==> src/sv/avcm_pkg.sv <==
`timescale 1ns / 1ps

package avcm_pkg;

  localparam int MaxSamplesDef = 16;
  localparam int SampleBitsDef = 10;

  localparam int MagW = 22;
  localparam logic [MagW-1:0] MagMax = 22'h3FFFFF;

  // configuration register file
  localparam int CfgIdxW  = 3;
  localparam int CfgDataW = 16;

  typedef enum logic [CfgIdxW-1:0] {
    CFG_SPR    = 3'd0,
    CFG_TOP    = 3'd1,
    CFG_BOTTOM = 3'd2,
    CFG_SENS   = 3'd3,
    CFG_REF    = 3'd4
  } cfg_idx_e;

  localparam logic [4:0]  SprRst    = 5'd10;
  localparam logic [15:0] TopRst    = 16'd2200;
  localparam logic [15:0] BottomRst = 16'd330;
  localparam logic [9:0]  SensRst   = 10'd83;
  localparam logic [12:0] RefRst    = 13'd5000;

  typedef struct packed {
    logic [4:0]  spr;
    logic [15:0] top;
    logic [15:0] bottom;
    logic [9:0]  sens;
    logic [12:0] ref_mv;
  } cfg_t;

  // microcode
  localparam int PcW = 5;
  typedef logic [PcW-1:0] pc_t;

  typedef enum logic [3:0] {
    OP_NOP,
    OP_LOAD_AVG_DIV,
    OP_DIV_STEP,
    OP_SAVE_AVG,
    OP_LOAD_MUL,
    OP_MUL_STEP,
    OP_SAVE_DEN,
    OP_LOAD_DIV,
    OP_EMIT
  } op_e;

  typedef enum logic [2:0] {
    XS_BOTTOM,
    XS_SENS,
    XS_AVG,
    XS_DIFF,
    XS_PROD
  } x_src_e;

  typedef enum logic [2:0] {
    YS_KV,
    YS_FS,
    YS_REF,
    YS_RSUM,
    YS_SCALE
  } y_src_e;

  typedef enum logic [2:0] {
    C_NEXT,
    C_LOOP_Y,
    C_LOOP_LC,
    C_IF_CUR,
    C_JUMP,
    C_END
  } cond_e;

  typedef struct packed {
    op_e    op;
    x_src_e xs;
    y_src_e ys;
    cond_e  cond;
    pc_t    target;
  } ctrl_t;

  typedef struct packed {
    logic  run;
    ctrl_t cw;
  } seq_ctl_t;

  typedef struct packed {
    logic start;
    logic y_more;
    logic lc_nz;
    logic cur;
    logic emit_ok;
  } dp_stat_t;

  localparam pc_t PcDivTail = 5'd10;
  localparam pc_t PcCurrent = 5'd13;

  function automatic ctrl_t ucode(input pc_t pc);
    ctrl_t cw;
    cw = '{op: OP_NOP, xs: XS_PROD, ys: YS_REF, cond: C_END, target: '0};
    case (pc)
      // average = sum / count
      5'd0:  cw = '{op: OP_LOAD_AVG_DIV, xs: XS_PROD, ys: YS_REF, cond: C_NEXT, target: '0};
      5'd1:  cw = '{op: OP_DIV_STEP, xs: XS_PROD, ys: YS_REF, cond: C_LOOP_LC, target: 5'd1};
      5'd2:  cw = '{op: OP_SAVE_AVG, xs: XS_PROD, ys: YS_REF, cond: C_IF_CUR, target: PcCurrent};
      // voltage: den = bottom * 10 * (FS-1); num = avg * ref * (top+bottom)
      5'd3:  cw = '{op: OP_LOAD_MUL, xs: XS_BOTTOM, ys: YS_KV, cond: C_NEXT, target: '0};
      5'd4:  cw = '{op: OP_MUL_STEP, xs: XS_PROD, ys: YS_REF, cond: C_LOOP_Y, target: 5'd4};
      5'd5:  cw = '{op: OP_SAVE_DEN, xs: XS_PROD, ys: YS_REF, cond: C_NEXT, target: '0};
      5'd6:  cw = '{op: OP_LOAD_MUL, xs: XS_AVG, ys: YS_REF, cond: C_NEXT, target: '0};
      5'd7:  cw = '{op: OP_MUL_STEP, xs: XS_PROD, ys: YS_REF, cond: C_LOOP_Y, target: 5'd7};
      5'd8:  cw = '{op: OP_LOAD_MUL, xs: XS_PROD, ys: YS_RSUM, cond: C_NEXT, target: '0};
      5'd9:  cw = '{op: OP_MUL_STEP, xs: XS_PROD, ys: YS_REF, cond: C_LOOP_Y, target: 5'd9};
      // shared tail: num / den, clip, emit
      5'd10: cw = '{op: OP_LOAD_DIV, xs: XS_PROD, ys: YS_REF, cond: C_NEXT, target: '0};
      5'd11: cw = '{op: OP_DIV_STEP, xs: XS_PROD, ys: YS_REF, cond: C_LOOP_LC, target: 5'd11};
      5'd12: cw = '{op: OP_EMIT, xs: XS_PROD, ys: YS_REF, cond: C_END, target: '0};
      // current: den = sens * FS; num = |avg - Z| * ref * 100000
      5'd13: cw = '{op: OP_LOAD_MUL, xs: XS_SENS, ys: YS_FS, cond: C_NEXT, target: '0};
      5'd14: cw = '{op: OP_MUL_STEP, xs: XS_PROD, ys: YS_REF, cond: C_LOOP_Y, target: 5'd14};
      5'd15: cw = '{op: OP_SAVE_DEN, xs: XS_PROD, ys: YS_REF, cond: C_NEXT, target: '0};
      5'd16: cw = '{op: OP_LOAD_MUL, xs: XS_DIFF, ys: YS_REF, cond: C_NEXT, target: '0};
      5'd17: cw = '{op: OP_MUL_STEP, xs: XS_PROD, ys: YS_REF, cond: C_LOOP_Y, target: 5'd17};
      5'd18: cw = '{op: OP_LOAD_MUL, xs: XS_PROD, ys: YS_SCALE, cond: C_NEXT, target: '0};
      5'd19: cw = '{op: OP_MUL_STEP, xs: XS_PROD, ys: YS_REF, cond: C_LOOP_Y, target: 5'd19};
      5'd20: cw = '{op: OP_NOP, xs: XS_PROD, ys: YS_REF, cond: C_JUMP, target: PcDivTail};
      default: cw = '{op: OP_NOP, xs: XS_PROD, ys: YS_REF, cond: C_END, target: '0};
    endcase
    return cw;
  endfunction

endpackage

==> src/sv/avcm_seq.sv <==
`timescale 1ns / 1ps

module avcm_seq (
  input  logic                clk_i,
  input  logic                rst_ni,
  input  avcm_pkg::dp_stat_t  stat_i,
  output avcm_pkg::seq_ctl_t  ctl_o
);

  typedef enum logic {S_IDLE, S_RUN} state_e;

  state_e           state_q;
  avcm_pkg::pc_t    pc_q;
  avcm_pkg::ctrl_t  cw;
  logic             adv;

  assign cw  = avcm_pkg::ucode(pc_q);
  // emit waits while the output register still holds an untaken item
  assign adv = (cw.op != avcm_pkg::OP_EMIT) || stat_i.emit_ok;

  assign ctl_o.run = (state_q == S_RUN);
  assign ctl_o.cw  = cw;

  always_ff @(posedge clk_i or negedge rst_ni) begin
    if (!rst_ni) begin
      state_q <= S_IDLE;
      pc_q    <= '0;
    end else begin
      case (state_q)
        S_IDLE: begin
          if (stat_i.start) begin
            state_q <= S_RUN;
            pc_q    <= '0;
          end
        end
        S_RUN: begin
          if (adv) begin
            case (cw.cond)
              avcm_pkg::C_NEXT:    pc_q <= pc_q + 1'b1;
              avcm_pkg::C_LOOP_Y:  pc_q <= stat_i.y_more ? cw.target : pc_q + 1'b1;
              avcm_pkg::C_LOOP_LC: pc_q <= stat_i.lc_nz ? cw.target : pc_q + 1'b1;
              avcm_pkg::C_IF_CUR:  pc_q <= stat_i.cur ? cw.target : pc_q + 1'b1;
              avcm_pkg::C_JUMP:    pc_q <= cw.target;
              avcm_pkg::C_END: begin
                state_q <= S_IDLE;
                pc_q    <= '0;
              end
              default: begin
                state_q <= S_IDLE;
                pc_q    <= '0;
              end
            endcase
          end
        end
        default: state_q <= S_IDLE;
      endcase
    end
  end

endmodule

==> src/sv/avcm_dp.sv <==
`timescale 1ns / 1ps

module avcm_dp #(
  parameter int MAX_SAMPLES = avcm_pkg::MaxSamplesDef,
  parameter int SAMPLE_BITS = avcm_pkg::SampleBitsDef
) (
  input  logic                          clk_i,
  input  logic                          rst_ni,
  input  avcm_pkg::cfg_t                cfg_i,
  input  avcm_pkg::seq_ctl_t            ctl_i,
  output avcm_pkg::dp_stat_t            stat_o,
  input  logic                          in_valid_i,
  input  logic [SAMPLE_BITS-1:0]        sample_i,
  output logic                          out_valid_o,
  input  logic                          out_stall_i,
  output logic                          quantity_o,
  output logic                          negative_o,
  output logic [avcm_pkg::MagW-1:0]     magnitude_o,
  output logic                          saturated_o
);

  localparam int CntW  = $clog2(MAX_SAMPLES + 1);
  localparam int SumW  = SAMPLE_BITS + $clog2(MAX_SAMPLES);
  // widest product: avg * ref(13b) * (top+bottom)(17b)
  localparam int AccW  = SAMPLE_BITS + 30;
  localparam int YW    = (SAMPLE_BITS + 4 > 17) ? SAMPLE_BITS + 4 : 17;
  localparam int LcW   = $clog2(AccW);
  localparam int KvVal = 10 * ((1 << SAMPLE_BITS) - 1);
  localparam int FsVal = 1 << SAMPLE_BITS;
  localparam int Scale = 100000;

  localparam logic [SAMPLE_BITS-1:0] ZeroPt = {1'b1, {(SAMPLE_BITS-1){1'b0}}};

  logic [SumW-1:0]        sum_q;
  logic [CntW-1:0]        cnt_q;
  logic                   cur_q;
  logic [AccW-1:0]        x_q, p_q, r_q, d_q;
  logic [YW-1:0]          y_q;
  logic [LcW-1:0]         lc_q;
  logic [SAMPLE_BITS-1:0] avg_q;
  logic                   neg_q;
  logic                   nz_q;
  logic                   out_valid_q;

  logic [CntW-1:0]        n_eff;
  logic [CntW-1:0]        cnt_inc;
  logic [SumW-1:0]        sum_inc;
  logic                   accept;
  logic                   last;
  logic                   emit_ok;
  logic                   do_op;
  logic [SAMPLE_BITS-1:0] diff;
  logic [AccW-1:0]        x_sel;
  logic [YW-1:0]          y_sel;
  logic [AccW:0]          rem_sh;
  logic [AccW:0]          rem_sub;
  logic                   q_bit;
  logic [AccW-1:0]        mag_full;
  logic [avcm_pkg::MagW-1:0] mag;
  logic                   sat;

  // sample count: zero acts as one, too large acts as the maximum
  always_comb begin
    if (cfg_i.spr == '0) begin
      n_eff = CntW'(1);
    end else if (32'(cfg_i.spr) > 32'(MAX_SAMPLES)) begin
      n_eff = CntW'(MAX_SAMPLES);
    end else begin
      n_eff = CntW'(cfg_i.spr);
    end
  end

  assign cnt_inc = cnt_q + 1'b1;
  assign sum_inc = sum_q + SumW'(sample_i);
  assign accept  = in_valid_i && !ctl_i.run;
  assign last    = (cnt_inc >= n_eff);
  assign emit_ok = !out_valid_q || !out_stall_i;
  assign do_op   = ctl_i.run && ((ctl_i.cw.op != avcm_pkg::OP_EMIT) || emit_ok);

  assign diff = (avg_q >= ZeroPt) ? avg_q - ZeroPt : ZeroPt - avg_q;

  always_comb begin
    case (ctl_i.cw.xs)
      avcm_pkg::XS_BOTTOM: x_sel = AccW'(cfg_i.bottom);
      avcm_pkg::XS_SENS:   x_sel = AccW'(cfg_i.sens);
      avcm_pkg::XS_AVG:    x_sel = AccW'(avg_q);
      avcm_pkg::XS_DIFF:   x_sel = AccW'(diff);
      default:             x_sel = p_q;
    endcase
  end

  always_comb begin
    case (ctl_i.cw.ys)
      avcm_pkg::YS_KV:    y_sel = YW'(KvVal);
      avcm_pkg::YS_FS:    y_sel = YW'(FsVal);
      avcm_pkg::YS_RSUM:  y_sel = YW'({1'b0, cfg_i.top} + {1'b0, cfg_i.bottom});
      avcm_pkg::YS_SCALE: y_sel = YW'(Scale);
      default:            y_sel = YW'(cfg_i.ref_mv);
    endcase
  end

  // restoring divide, one quotient bit per step
  assign rem_sh  = {r_q, p_q[AccW-1]};
  assign rem_sub = rem_sh - {1'b0, d_q};
  assign q_bit   = (rem_sh >= {1'b0, d_q});

  // clip; zero divisor gives full scale unless the numerator is zero
  always_comb begin
    mag_full = p_q;
    if (d_q == '0) begin
      mag = nz_q ? avcm_pkg::MagMax : '0;
      sat = nz_q;
    end else if (mag_full > AccW'(avcm_pkg::MagMax)) begin
      mag = avcm_pkg::MagMax;
      sat = 1'b1;
    end else begin
      mag = mag_full[avcm_pkg::MagW-1:0];
      sat = 1'b0;
    end
  end

  assign stat_o.start   = accept && last;
  assign stat_o.y_more  = (y_q >> 1) != '0;
  assign stat_o.lc_nz   = (lc_q != '0);
  assign stat_o.cur     = cur_q;
  assign stat_o.emit_ok = emit_ok;

  assign out_valid_o = out_valid_q;

  // accept and emit never share a cycle: input is stalled while the program runs
  always_ff @(posedge clk_i or negedge rst_ni) begin
    if (!rst_ni) begin
      sum_q       <= '0;
      cnt_q       <= '0;
      cur_q       <= 1'b0;
      out_valid_q <= 1'b0;
    end else begin
      if (do_op && (ctl_i.cw.op == avcm_pkg::OP_EMIT)) begin
        out_valid_q <= 1'b1;
        sum_q       <= '0;
        cnt_q       <= '0;
        cur_q       <= !cur_q;
      end else begin
        if (out_valid_q && !out_stall_i) begin
          out_valid_q <= 1'b0;
        end
        if (accept) begin
          sum_q <= sum_inc;
          cnt_q <= cnt_inc;
        end
      end
    end
  end

  // arithmetic registers, no reset needed
  always_ff @(posedge clk_i) begin
    if (do_op) begin
      case (ctl_i.cw.op)
        avcm_pkg::OP_LOAD_AVG_DIV: begin
          p_q  <= AccW'(sum_q) << (AccW - SumW);
          d_q  <= AccW'(cnt_q);
          r_q  <= '0;
          lc_q <= LcW'(SumW - 1);
        end
        avcm_pkg::OP_DIV_STEP: begin
          p_q  <= {p_q[AccW-2:0], q_bit};
          r_q  <= q_bit ? rem_sub[AccW-1:0] : rem_sh[AccW-1:0];
          lc_q <= lc_q - 1'b1;
        end
        avcm_pkg::OP_SAVE_AVG: begin
          avg_q <= p_q[SAMPLE_BITS-1:0];
          neg_q <= cur_q && (p_q[SAMPLE_BITS-1:0] < ZeroPt) && (cfg_i.ref_mv != '0);
        end
        avcm_pkg::OP_LOAD_MUL: begin
          x_q <= x_sel;
          y_q <= y_sel;
          p_q <= '0;
        end
        avcm_pkg::OP_MUL_STEP: begin
          if (y_q[0]) begin
            p_q <= p_q + x_q;
          end
          x_q <= x_q << 1;
          y_q <= y_q >> 1;
        end
        avcm_pkg::OP_SAVE_DEN: begin
          d_q <= p_q;
        end
        avcm_pkg::OP_LOAD_DIV: begin
          r_q  <= '0;
          lc_q <= LcW'(AccW - 1);
          nz_q <= (p_q != '0);
        end
        avcm_pkg::OP_EMIT: begin
          quantity_o  <= cur_q;
          negative_o  <= neg_q;
          magnitude_o <= mag;
          saturated_o <= sat;
        end
        default: begin
        end
      endcase
    end
  end

endmodule

==> src/sv/averaged_voltage_current_meter.sv <==
`timescale 1ns / 1ps
// Every accepted sample is added to the running sum; the completing sample
// also starts a microcode run through the bit-serial multiplier and the
// one-bit-per-cycle divider, plus any wait on a full output; input stalls.
// Throughput: one sample per cycle between readings.
// Reset (async, active low): registers to defaults, sums cleared, voltage first.

module averaged_voltage_current_meter #(
  parameter int MAX_SAMPLES = avcm_pkg::MaxSamplesDef,
  parameter int SAMPLE_BITS = avcm_pkg::SampleBitsDef
) (
  input  logic                              clk_i,
  input  logic                              rst_ni,
  // sample input
  input  logic                              in_valid_i,
  output logic                              in_stall_o,
  input  logic [SAMPLE_BITS-1:0]            sample_i,
  // reading output
  output logic                              out_valid_o,
  input  logic                              out_stall_i,
  output logic                              quantity_o,
  output logic                              negative_o,
  output logic [avcm_pkg::MagW-1:0]         magnitude_o,
  output logic                              saturated_o,
  // configuration writes
  input  logic                              cfg_we_i,
  input  logic [avcm_pkg::CfgIdxW-1:0]      cfg_index_i,
  input  logic [avcm_pkg::CfgDataW-1:0]     cfg_wdata_i
);

  avcm_pkg::cfg_t     cfg_q;
  avcm_pkg::seq_ctl_t ctl;
  avcm_pkg::dp_stat_t stat;

  // Register file; write only while idle, unenforced; unknown indexes dropped.
  always_ff @(posedge clk_i or negedge rst_ni) begin
    if (!rst_ni) begin
      cfg_q.spr    <= avcm_pkg::SprRst;
      cfg_q.top    <= avcm_pkg::TopRst;
      cfg_q.bottom <= avcm_pkg::BottomRst;
      cfg_q.sens   <= avcm_pkg::SensRst;
      cfg_q.ref_mv <= avcm_pkg::RefRst;
    end else if (cfg_we_i) begin
      case (cfg_index_i)
        avcm_pkg::CFG_SPR:    cfg_q.spr    <= cfg_wdata_i[4:0];
        avcm_pkg::CFG_TOP:    cfg_q.top    <= cfg_wdata_i;
        avcm_pkg::CFG_BOTTOM: cfg_q.bottom <= cfg_wdata_i;
        avcm_pkg::CFG_SENS:   cfg_q.sens   <= cfg_wdata_i[9:0];
        avcm_pkg::CFG_REF:    cfg_q.ref_mv <= cfg_wdata_i[12:0];
        default: begin
        end
      endcase
    end
  end

  // The sequencer steps the microcode ROM; while it runs, input is stalled.
  // A finished reading sits in the output register and the next samples
  // keep flowing; only the emit step waits if that register is still full.
  assign in_stall_o = ctl.run;

  avcm_seq u_seq (
    .clk_i  (clk_i),
    .rst_ni (rst_ni),
    .stat_i (stat),
    .ctl_o  (ctl)
  );

  // Datapath: sample accumulator, shift-add multiplier, restoring divider,
  // clip logic and the output register.
  avcm_dp #(
    .MAX_SAMPLES (MAX_SAMPLES),
    .SAMPLE_BITS (SAMPLE_BITS)
  ) u_dp (
    .clk_i       (clk_i),
    .rst_ni      (rst_ni),
    .cfg_i       (cfg_q),
    .ctl_i       (ctl),
    .stat_o      (stat),
    .in_valid_i  (in_valid_i),
    .sample_i    (sample_i),
    .out_valid_o (out_valid_o),
    .out_stall_i (out_stall_i),
    .quantity_o  (quantity_o),
    .negative_o  (negative_o),
    .magnitude_o (magnitude_o),
    .saturated_o (saturated_o)
  );

endmodule

==> config.mk <==
export PLATFORM = sky130hd
export DESIGN_NAME = averaged_voltage_current_meter
export DESIGN_NICKNAME = d
export VERILOG_FILES = /design/src/sv/avcm_pkg.sv /design/src/sv/avcm_seq.sv /design/src/sv/avcm_dp.sv /design/src/sv/averaged_voltage_current_meter.sv
export SDC_FILE = /design/constraint.sdc
export NUM_CORES = 1
export LEC_CHECK = 0
export BUFFER_PORTS_ARGS = -buffer_cell sky130_fd_sc_hd__buf_2
export CORE_AREA = 2 2 264 266
export CTS_BUF_LIST = sky130_fd_sc_hd__clkbuf_2
export DETAILED_ROUTE_END_ITERATION = 12
export DIE_AREA = 0 0 266 268
export MAX_ROUTING_LAYER = met4
export PLACE_DENSITY = 0.44
export REMOVE_ABC_BUFFERS = 1
export SLEW_MARGIN = 15
export SYNTH_ARGS = -nofsm -noshare
export SYNTH_HDL_FRONTEND = slang
export SYNTH_SLANG_ARGS = --single-unit
==> constraint.sdc <==
create_clock -name clk_i -period 6.18 [get_ports clk_i]
set_input_delay 0.927 -clock clk_i [delete_from_list [all_inputs] [get_ports clk_i]]
set_output_delay 0.927 -clock clk_i [all_outputs]
set_load 0.005 [all_outputs]
Word-level counts from Yosys, hierarchy flattened
Memories as Yosys holds them, arrays and structs flattened. Cells that the tools add are included.

Add/subtract/negate cells: 9. Order comparisons: 6. Eq/ne operators: 26. Mux-type cells: 35. Bitwise logic cells: 1. Reductions and logical operators: 46.

Operators with widths (count): $pmux 40 s4 (2); $pmux 40 s2 (3); $mux 40 (2); $pmux 17 s4 (1); $mux 22 (3); $mux 5 (9); $ge 41x40->1 (1); $add 40x40->40 (1); $gt 40x22->1 const B (1); $logic_not 40->1 (1); $reduce_bool 40->1 (1); $sub 40x40->40 (1); $pmux 17 s2 (1); $mux 14 (2); $reduce_and 2->1 (13); $pmux 5 s5 (1); $eq 3x2->1 const B (7); $pmux 6 s3 (1); $add 16x16->17 (1); $reduce_bool 17->1 (1); $eq 4x3->1 const B (4); $add 14x10->14 (1); $reduce_bool 13->1 (1); $eq 3x1->1 const B (4); other kinds (32) (60).

Bits in registers: 307. Bits in read-only memories: 576. Input port bits: 34. Output and inout port bits: 27. Word-level logic and storage cells: 148. Memories: 1.

Memory list: (name not given) (depth 32, bits a word 18, rd ports 1, clocked after memory_dff 0, wr ports 0, line avcm_pkg.sv:105) `case (pc)`.

Longest topological paths before layout
Word-level depth: 7. Mapped depth: 15. Mapped depth without buffers: 14.

By module
A second synthesis with hierarchy kept.

Cell total of the unflattened synthesis: 2033. Area total of the unflattened synthesis: 20261.9 um^2.

Modules (own cells, without submodules): avcm_dp (times used 1, cells an instance 1741, area an instance 16464.5 um^2, sequential area each 7131.8 um^2); averaged_voltage_current_meter (times used 1, cells an instance 131, area an instance 2453.6 um^2, sequential area each 1525.2 um^2); avcm_seq (times used 1, cells an instance 161, area an instance 1343.8 um^2, sequential area each 150.1 um^2).

Worst setup path before layout
Ideal clock, no wire load.

Path type: register to register. Start point: reg u_seq.pc_q[0]. End point: reg u_dp.x_q[0] (enable). Setup time: 472 ps. Data arrival time: 4504 ps. Required time: 5708 ps. Setup slack: 1204 ps. Stages on the path, launching flop included: 9. Path buffers: 2. Period minus slack after synthesis: 4976 ps. Path through: dfrtp_1 -> inv_1 -> ha_1 -> mux4_2 -> and2b_1 -> nand2b_1 -> clkbuf_1 -> clkbuf_1 -> nor2_1.

Cells in the longest elaborated chain, start to end: 5. Elaborated cells on any way between the ends: 8. Classes of those cells: eq/ne (3); reduce/logical (4); memory (1).

RTL lines: start: declaration (line avcm_seq.sv:13) `avcm_pkg::pc_t pc_q;`; start signal: assignment (line avcm_seq.sv:39) `avcm_pkg::C_NEXT: pc_q <= pc_q + 1'b1;`; start signal: assignment (line avcm_seq.sv:40) `avcm_pkg::C_LOOP_Y: pc_q <= stat_i.y_more ? cw.target : pc_q + 1'b1;`; start signal: assignment (line avcm_seq.sv:41) `avcm_pkg::C_LOOP_LC: pc_q <= stat_i.lc_nz ? cw.target : pc_q + 1'b1;`; $mem_v2 32x18 (*); $ne 4x4->1 (line avcm_dp.sv:78) `assign do_op = ctl_i.run && ((ctl_i.cw.op != avcm_pkg::OP_EMIT) || emit_ok);`; $logic_or 1x1->1 (line avcm_dp.sv:78); $logic_and 1x1->1 (line avcm_dp.sv:78); $reduce_and 2->1 (no line) (*); end signal: assignment (line avcm_dp.sv:175) `x_q <= x_sel;`; end signal: assignment (line avcm_dp.sv:183) `x_q <= x_q << 1;`; end: declaration (line avcm_dp.sv:37) `logic [AccW-1:0] x_q, p_q, r_q, d_q;`.

Every way passes the cells marked *; elsewhere a longest branch is shown, timed or not. A chain may end at the register's enable or synchronous reset.

Worst setup path after layout
Start point: reg u_seq.pc_q[0]. End point: reg u_dp.r_q[30] (enable).

Cells in the longest elaborated chain, start to end: 5. Elaborated cells on any way between the ends: 10. Classes of those cells: eq/ne (4); reduce/logical (5); memory (1).

RTL lines: $mem_v2 32x18 (*); $eq 4x1->1, or another cell as far along (line avcm_dp.sv:158) `case (ctl_i.cw.op)`; $reduce_or 2->1 (no line) / $logic_or 1x1->1 (equally long branches); $reduce_bool 2->1 (no line) / $logic_and 1x1->1 (equally long branches); $reduce_and 2->1 (no line) (*); end signal: assignment (line avcm_dp.sv:167) `r_q <= q_bit ? rem_sub[AccW-1:0] : rem_sh[AccW-1:0];`; end: declaration (line avcm_dp.sv:37).

Marked as above.

==> results.md <==
* Max Fanout on Critical Path at 42
* Warnings from Yosys at 0
* Port buffer count at 60
* Pins Over Slew Limit at 0
* Die ar. at 71,290 µm²
* First DRT Iteration DRCs at 959
* Crit path time final at 4633 ps
* Hold violation total from the final report at 0
* CP delay by family, top: simple AND/OR/NAND/NOR gates
* Site Rows at 96
* GRT overflow at 0
* CTS tree: yes
* Skew-Pair Late Insertion Delay at 1160 ps
* Post-synthesis sequential area ratio at 44.69%
* Die height at 268 µm
* Vias in the first global route at 15,659
* IO Pins at 61
* Fin nets at 2,253
* Crit path from: u_seq.pc_q[0]
* Total track usage at 16.73%
* Initial antenna violation count at 2
* Residual DRC at 0
* Worst setup EP type: flip-flop
* Setup violations, final at 0
* Clock sink count at 307
* Cts bufs inserted at 89
* RR Startpoint: u_seq.pc_q[0]
* CP Launch Type: flip-flop
* Starting Density at 28.88%
* Crit path cell chain: inv_1 > ha_1 > inv_1 > a21oi_1 > o21ai_0 > a21oi_1 > o32ai_2 > and2_1 > buf_4 > nor2_1 > nor2_4 > buf_4
* CTS max path bufs at 3
* Via-per-instance ratio at 5.085
* Reg clk slew, reported paths at 110 ps
* Total wire length at 57.80 mm
* Critical path type: flip-flop to flip-flop
* TritonRoute pass-1 iters at 8
* Worst Max-Slew Pin Slew at 1065 ps
* Unrepaired setup endpoints after global routing: false
* Top_reg_cell synth: edfxtp_1
* Slew HR at 29.01%
* Vias at 15,539
* CP peak stage delay at 810 ps
* Share of cells above drive strength 1 at 15.53%
* CTS resizes at 0
* Syn Area/Cell at 9.843 µm²
* Cells after Synth at 2,002
* Critical hold path startpoint: cfg_wdata_i[1]
* Root Buffer: clkbuf_2
* Maxcap violations at 0
* Core Box Area at 68,230 µm²
* Area Overhead vs Synth at 11.14%
* Library cells used by synthesis at 85
* Pin count of the biggest net entering global routing at 70
* Post-synth EDFFs at 220
* Async SR Flop Fraction at 28.34%
* Fmax at 0.2158 GHz
* Crit-path slowest cell: o32ai_2
* Final Skew at 125.6 ps
* Yosys reg bits at 307
* Routed Antenna Nets at 0
* Cell area after synthesis at 19,710 µm²
* Dpl hpwl at 41.70 mm
* Crit path required time at 6930 ps
* H-tree levels at 3
* HP Class: input port to flip-flop
* Final Cycle Share at 74.97%
* Post-DR wirelength/cell at 18.91 µm
* First-pass GRT wire length at 90.60 mm
* TNS Setup at 0 ps
* Status: complete, no violations
* Crit path DAT at 5390 ps
* Buffers & Inverters on Critical Path at 4
* DIE WIDTH at 266 µm
* Global placer's final weighted congestion at 0.8621
## layout by cell type, fill, tap and decap left out, types with 28 or more instances in the layout
master / count
a21o_1: 66
a21oi_1: 124
a31oi_1: 29
and2_1: 44
buf_2: 59
clkbuf_2: 131
dfrtp_1: 68
edfxtp_1: 220
ha_1: 121
inv_1: 82
mux2_2: 63
mux2i_1: 38
nand2_1: 239
nand3_1: 70
nor2_1: 154
nor4_1: 28
o21a_1: 37
o21ai_0: 103
xnor2_1: 64
xor2_1: 38
## sequential cells by signal, indices dropped and copies added (netlist names), 5 cells and up
name              flops
u_dp.lc_q             6
u_dp.d_q             40
u_dp.cnt_q            5
u_dp.avg_q           10
u_dp.magnitude_o     22
u_dp.x_q             40
u_seq.pc_q            5
cfg_q                60
u_dp.mag_full        40
u_dp.sum_q           14
u_dp.r_q             40
u_dp.y_q             17
## cell usage after synthesis (5+ instances only)
master       n  area (µm²)
o31ai_1      9       67.56
mux2_2      63       709.4
o211ai_1     8       60.06
edfxtp_1   220        6606
nand2b_1    22       137.6
xnor2_1     64       560.5
o21ai_0    103       515.5
nor3_1      28       140.1
nor4_1      28       175.2
a211oi_1     7       52.55
a22oi_1      9       67.56
a21o_1      66       495.5
nand3b_1     5       37.54
and2_1      44       275.3
inv_1       82       307.8
o21a_1      38       285.3
nor2_1     159       596.8
nand4_1     16       100.1
clkbuf_1    71       266.5
o21bai_1    11       82.58
nand2_1    239       897.1
a222oi_1     5       50.05
a221oi_1     9       78.83
o2111ai_1    6       52.55
xor2_1      38       332.8
buf_2        8       40.04
ha_1       121        1514
and4_1       6       52.55
nand3_1     70       350.3
and3_1      23       143.9
nor2b_1     22       137.6
or2_2        6       37.54
o221ai_1    13       113.9
dfrtp_1     68        1702
mux2i_1     38       380.4
dfstp_2     19       499.2
o22ai_1      8       50.05
a21oi_1    124       620.6
a21boi_0     6       45.04
or3_1        8       50.05
a31oi_1     29       181.4
o21ai_1      8       40.04
## timing repair
action,CTS,global route
hold endpoints to repair,72,0
hold buffers,15,0
setup buffers,0,0
## worst paths after layout
path	endpoint	slack, ps	depth (start not counted)
hold / removal	cfg_q[24]	150	3
hold reg to reg	u_dp.negative_o	430	0
min in group asynchronous	u_dp.cnt_q[1]	320	2
setup / recovery	u_dp.r_q[30]	1550	12
max in group asynchronous	cfg_q[41]	4730	3
setup reg to reg	u_dp.r_q[30]	1550	12
## layer usage
metal,track usage [%],part of all wire (%),vias up
met2,27.98,49,293
met4,4.844,2.1,0
met1,20.82,46,7575
met3,2.822,3.5,88
met5,-,0,-
li1,-,-,7583
## cell type report
cell class	instances	area, µm²
clock inverter	36	176.4
tap	882	1104
timing repair buffer	89	558.0
inverter	84	315.3
antenna	4	10.01
fill	7160	46330
sequential	307	8807
multi-input combinational	1523	10270
clock buffer	131	655.6
## metrics by stage
stage                     hold WS [ps]  instance area, µm²  cells  utilization, %  worst slack [ps]
final                            152.1               21900   3056           32.10              1547
after global routing             46.48               21900   3056           32.10              1134
after CTS                        4.236               21880   3052           32.07              1517
after detailed placement         414.6               20900   2870           30.63              1554
after global placement           420.9               20900   2870           30.63              1623
after floorplan                  400.3               19300   1914               -             481.4
## logic make-up (layout without fill, tap and decap cells)
family | Yosys count | in the layout | share of synthesized area, %
DFF | 307 | 307 | 44.69
buffers and inverters | 172 | 340 | 3.664
adders and majority gates | 125 | 125 | 8.089
and+or+nand+nor | 689 | 689 | 16.43
muxes | 102 | 102 | 5.645
AOI/OAI and AO/OA | 505 | 505 | 16.94
other | 0 | 4 | 0
xor gates and xnor gates | 102 | 102 | 4.534
## tightest hold or removal path, cell delays in order
cell,delay [ps]
buf_2,150
nand2_1,60
o21ai_0,70
Power is left out: the tool's default activity adds up to more than one toggle a clock period on the data nets, which glitch-free logic cannot reach.
